`src/hw/rtl/fcd_pkg.sv`:
```
package fcd_pkg;

	// fixed field widths
	localparam int CellW   = 8;
	localparam int CfgW    = 11;
	localparam int ThreshW = 10;
	localparam int CoordW  = 10;
	localparam int NumW    = 20;
	// |gx| + |gy| tops out at 768, gx and gy alone at +/-512
	localparam int GradW   = 11;

	localparam int MinDim      = 3;
	localparam int UpperLimit  = 8;
	localparam int DimReset    = 1024;
	localparam int ThreshReset = 1;

	localparam logic [CellW-1:0] CellUnknown = 8'hFF;

	typedef enum logic [1:0] {
		REG_GRID_WIDTH      = 2'd0,
		REG_GRID_HEIGHT     = 2'd1,
		REG_LOWER_THRESHOLD = 2'd2
	} reg_index_t;

	// per-cell control that rides along the pipe
	typedef struct packed {
		logic judge;       // cell may be a frontier
		logic grid_start;  // first cell of a grid
	} item_flags_t;

	// absolute value of a signed cell; -128 comes out as 128
	function automatic logic [CellW-1:0] cell_mag(input logic [CellW-1:0] v);
		return v[CellW-1] ? CellW'(~v + 8'd1) : v;
	endfunction

endpackage

```
`src/hw/rtl/fcd_sobel_window.sv`:
```
module fcd_sobel_window #(
	parameter int XW = 10
) (
	input  logic                                clk,
	input  logic                                arst_n,
	input  logic                                en,
	input  logic                                valid_s1,
	input  logic [7:0]                          older,
	input  logic [7:0]                          prev,
	input  logic [7:0]                          newest,
	input  fcd_pkg::item_flags_t                flags_s1,
	input  logic [XW-1:0]                       x_s1,
	input  logic [XW-1:0]                       y_s1,
	output logic                                valid_s2,
	output logic signed [fcd_pkg::GradW-1:0]    gx_s2,
	output logic signed [fcd_pkg::GradW-1:0]    gy_s2,
	output fcd_pkg::item_flags_t                flags_s2,
	output logic [XW-1:0]                       x_s2,
	output logic [XW-1:0]                       y_s2
);

	// two kept columns per row; row 0 is y-2, row 2 is y
	logic [7:0] mid_q  [3];  // column x-1
	logic [7:0] last_q [3];  // column x
	logic [7:0] col_in [3];

	logic [7:0] m_tl, m_t, m_tr, m_l, m_r, m_bl, m_b, m_br;
	logic [fcd_pkg::GradW-1:0] gx_pos, gx_neg, gy_pos, gy_neg;
	logic center_unknown;

	always_comb begin
		col_in[0] = older;
		col_in[1] = prev;
		col_in[2] = newest;
		// window after the shift
		m_bl = fcd_pkg::cell_mag(mid_q[0]);
		m_b  = fcd_pkg::cell_mag(last_q[0]);
		m_br = fcd_pkg::cell_mag(older);
		m_l  = fcd_pkg::cell_mag(mid_q[1]);
		m_r  = fcd_pkg::cell_mag(prev);
		m_tl = fcd_pkg::cell_mag(mid_q[2]);
		m_t  = fcd_pkg::cell_mag(last_q[2]);
		m_tr = fcd_pkg::cell_mag(newest);
		center_unknown = (last_q[1] == fcd_pkg::CellUnknown);
		gx_pos = fcd_pkg::GradW'(m_tr) + fcd_pkg::GradW'(m_br)
			+ fcd_pkg::GradW'({m_r, 1'b0});
		gx_neg = fcd_pkg::GradW'(m_tl) + fcd_pkg::GradW'(m_bl)
			+ fcd_pkg::GradW'({m_l, 1'b0});
		gy_pos = fcd_pkg::GradW'(m_tl) + fcd_pkg::GradW'(m_tr)
			+ fcd_pkg::GradW'({m_t, 1'b0});
		gy_neg = fcd_pkg::GradW'(m_bl) + fcd_pkg::GradW'(m_br)
			+ fcd_pkg::GradW'({m_b, 1'b0});
	end

	always_ff @(posedge clk or negedge arst_n) begin
		if (!arst_n) begin
			for (int r = 0; r < 3; r++) begin
				mid_q[r]  <= '0;
				last_q[r] <= '0;
			end
			valid_s2 <= 1'b0;
			flags_s2 <= '0;
		end else if (en) begin
			valid_s2 <= valid_s1;
			flags_s2.grid_start <= flags_s1.grid_start;
			flags_s2.judge      <= flags_s1.judge && center_unknown;
			if (valid_s1) begin
				for (int r = 0; r < 3; r++) begin
					mid_q[r]  <= last_q[r];
					last_q[r] <= col_in[r];
				end
			end
		end
	end

	always_ff @(posedge clk) begin
		if (en) begin
			gx_s2 <= signed'(gx_pos - gx_neg);
			gy_s2 <= signed'(gy_pos - gy_neg);
			x_s2  <= x_s1;
			y_s2  <= y_s1;
		end
	end

endmodule
```
`config.mk`:
```
export PLATFORM = sky130hd
export DESIGN_NAME = fcd_sobel_window
export DESIGN_NICKNAME = d
export VERILOG_FILES = /design/src/hw/rtl/fcd_pkg.sv /design/src/hw/rtl/fcd_sobel_window.sv
export SDC_FILE = /design/constraint.sdc
export NUM_CORES = 1
export LEC_CHECK = 0
export ABC_AREA = 1
export BUFFER_PORTS_ARGS = -buffer_cell sky130_fd_sc_hd__buf_4
export CAP_MARGIN = 10
export CORE_MARGIN = 2
export CORE_UTILIZATION = 55
export DETAILED_ROUTE_END_ITERATION = 7
export PLACE_DENSITY = 0.74
export SYNTH_ARGS = -nofsm -noshare
export SYNTH_HDL_FRONTEND = slang
export SYNTH_SLANG_ARGS = --single-unit
```
`constraint.sdc`:
```
create_clock -name clk -period 5.1 [get_ports clk]
set_input_delay 1.02 -clock clk [delete_from_list [all_inputs] [get_ports clk]]
set_output_delay 1.02 -clock clk [all_outputs]
set_load 0.01 [all_outputs]
```
==> results.tsv <==
stage	metric	value	unit
synth	Syn Inst Count	762	
placement	Final HPWL DP	12420	um
sta	Final Setup Violations	0	
synth	most frequent cells after synthesis	inv_1, nand2_1, o21ai_0	
floorplan	Core Box Area	0.01211	mm^2
synth	most common cell in the netlist	inv_1	
power	IR drop worst, VDD	494.5	uV
sta	Clock Skews	0.009499	ns
synth	Synth area leaders	dfrtp_1, edfxtp_1, fa_1	
sta	max-slew violation count	0	
critical_path	FF-to-FF path depth	15	
cts	CTS Root Cell	clkbuf_16	
synth	most used flip-flop cell after synthesis	dfrtp_1	
job	total of max-cap violations	0	
critical_path	Setup crit start kind	input port	
global_routing	global route overflow	0	
outcome	status	complete, no violations	
synth	number of synthesized flops with an enable pin	42	
floorplan	Die ar.	0.01338	mm^2
synth	Net Count, Synth	904	
sta	RSZ-0062 raised after global routing	false	
synth	Synth warnings	0	
critical_path	Reg2Reg Launch Point	mid_q[16]	
global_routing	vias in the first global route	5124	
placement	pre-CTS setup slack	-0.01387	ns
route	Routed WL per cell	14.63	um
sta	post-route worst setup slack	0.3427	ns
critical_path	Reg-to-Reg End	gy_s2[9]	
global_routing	All-Layer GR Usage	24.21	%
cts	clock tree sinks	93	
cts	clock slew at reported path FFs	0.07	ns
route	vias per std cell	5.060	
power	LEAKAGE	4.147	nW
critical_path	r2r setup slk	0.53	ns
floorplan	die width	115.7	um
cts	CTS resizes	0	
floorplan	Top Ports	95	
floorplan	effective utilization at floorplan	56.61	%
synth	Yosys top cell area share	18.61	%
synth	sequential share of the synthesized area	37.01	%
critical_path	CP max stage cell	fa_1	
route	routed via count	5217	
hold_path	Hold Path Stages	2	
cts	CTS Hold Buffers Added	0	
critical_path	crit end category	flop	
sta	final hold vios	0	
cts	Clk Latency, worst-skew pair	0.35	ns
synth	synthesized flop and latch total	93	
synth	Post-synth ARST share	54.84	%
route	DRT antenna net count	0	
route	DRT iter0 DRCs	342	
critical_path	Largest stage delay, worst path	0.55	ns
sta	hold slack	0.4797	ns
cts	TritonCTS clock tree	done	
critical_path	critical path type	in -> reg	
cts	Clock H-tree levels	3	
final_layout	share of cells above drive strength 1	16.22	%
placement	RD Place Congestion	0.9673	
critical_path	Worst Path Max Fanout	3	
sta	Fmax achieved	210.2	MHz
route	DRT Pass-1 Iters	5	
critical_path	CP arrival	4.86	ns
cts	post-CTS setup repair buffer count	0	
global_routing	initial antenna violation count	0	
synth	Netlist cell types	42	
sta	Tmin final	4.757	ns
synth	Mapped Area	0.006857	mm^2
global_routing	first-pass GRT wire length	24680	um
route	DRC	0	
final_layout	filler instances	999	
power	pwr dens	771.1	mW/mm^2
synth	area leader, netlist	dfrtp_1	
synth	Synth Area per Inst	8.998	um^2
final_layout	Layout area overhead	16.97	%
floorplan	FP Rows	40	
placement	Buffers on Ports	94	
hold_path	min-delay src	flags_s2[0]	
sta	Final Cycle Share	93.28	%
critical_path	CP cell instances	buf_4 -> inv_1 -> ha_1 -> or2_2 -> xor2_1 -> inv_1 -> fa_1 -> inv_1 -> fa_1 -> inv_1 -> fa_1 -> fa_1 -> o21ai_1 -> nand4_1 -> nand3_1 -> nand2_1	
final_layout	ANT cells	0	
global_routing	largest net degree at the start of global routing	52	
hold_path	Hold EP	flags_s2[0]	
sta	Rel. slew slack	46.25	%
route	routed wire length	15080	um
hold_path	hold crit path type	reg -> reg	
sta	Slew @ Worst Pin	0.7978	ns
final_layout	Post-layout nets	1000	
cts	clock buffer depth	2	
critical_path	Worst EP required	5.21	ns
cts	Num CTS Buffers	9	
floorplan	die height	115.7	um
-- where the power goes --
group          leakage, nW  internal (mW)  switching [mW]
Clock                0.138          0.337           0.296
Sequential            1.04           1.25          0.0936
Combinational         2.97           1.78            2.43
Total                 4.15           3.36            2.82
-- critical path: cells and delay by family --
family	cells	cell delay (ns)
and+or+nand+nor	4	0.62
xor gates and xnor gates	1	0.26
AOI/OAI and AO/OA	1	0.26
adders and majority gates	5	2.29
buffers and inverters	5	0.42
-- how the worst max path moves through the flow --
stage	from	endpoint	slack (ns)	cells past startpoint
after detailed placement	older[0]	gy_s2[9]	-0.01	16
final	older[0]	gy_s2[9]	0.34	16
after floorplan	older[0]	gy_s2[9]	0.36	15
after CTS	older[0]	gy_s2[9]	0.34	16
after global placement	older[0]	gy_s2[9]	0.13	16
after global routing	newest[0]	gy_s2[9]	0.03	20
-- registers in the layout, summed over array words and instances (netlist names) --
signal / cells
x_s2: 10
flags_s2: 2
gy_s2: 11
mid_q: 24
valid_s2: 1
y_s2: 10
gx_s2: 11
last_q: 24
-- stage by stage --
stage          std cells  total power [mW]  TNS [ns]  utilization [%]  area [um^2]
5_1_grt             1031             6.905         0            66.22         8020
3_3_place_gp        1015             5.339         0            63.87         7736
6_report            1031             6.184         0            66.22         8020
3_5_place_dp        1015             5.536  -0.01387            63.87         7736
2_1_floorplan        762             4.519         0                -         6857
4_1_cts             1031             6.211         0            66.22         8020
-- cell families (layout without fill, tap and decap cells) --
logic type | after synthesis | in the layout | share of synthesized area (%)
simple gates | 229 | 229 | 14.76
buf+inv | 192 | 293 | 10.80
compound gates | 108 | 108 | 8.540
flops | 93 | 93 | 37.01
mux | 3 | 3 | 0.4927
xor+xnor | 45 | 45 | 6.131
fa+ha+maj | 92 | 92 | 22.26
-- layout by cell type, fill, tap and decap left out, types with 2 or more instances in the layout --
cell | synthesis | layout
a21oi_1 | 25 | 25
nor3_1 | 3 | 3
nand3_2 | 2 | 2
o31ai_1 | 3 | 3
nand2_2 | 7 | 8
clkbuf_16 | 0 | 9
or2_2 | 3 | 3
a31oi_1 | 2 | 2
nor2_1 | 21 | 21
mux2_2 | 3 | 3
nor4_1 | 3 | 3
o21ai_1 | 4 | 4
a21o_1 | 4 | 4
dfrtp_1 | 51 | 51
buf_4 | 3 | 98
edfxtp_1 | 42 | 42
fa_1 | 50 | 50
o21bai_1 | 3 | 3
xnor2_1 | 7 | 7
a21boi_0 | 2 | 2
nand2_1 | 142 | 141
nand4_1 | 9 | 9
xor2_1 | 36 | 36
clkinv_4 | 0 | 3
nand3b_1 | 3 | 3
a211oi_1 | 2 | 2
ha_1 | 42 | 42
inv_2 | 3 | 3
inv_1 | 176 | 176
nand3_1 | 30 | 30
o21ai_0 | 60 | 60
-- per-layer routing --
| metal | GRT usage, % | vias to the layer above | share of wire [%] | wire (um) |
|---|---|---|---|---|
| met5 | 0 | - | 0 | 0 |
| met1 | 32.79 | 2430 | 45 | 6750 |
| met4 | 9.524 | 0 | 2.4 | 359 |
| met2 | 39.14 | 193 | 45 | 6858 |
| li1 | - | 2570 | - | - |
| met3 | 4.289 | 24 | 7.4 | 1115 |
-- area by class of cell --
class | count | area, um^2 | share of cell area [%]
Clock buffer | 9 | 225.2 | 2.808
Clock inverter | 7 | 58.81 | 0.7332
Inverter | 179 | 671.9 | 8.378
Multi-Input combinational cell | 477 | 3581 | 44.65
Sequential cell | 93 | 2537 | 31.64
Tap cell | 168 | 210.2 | 2.621
Timing Repair Buffer | 98 | 735.7 | 9.173
Note: power is estimated with default switching activity, not from simulation.
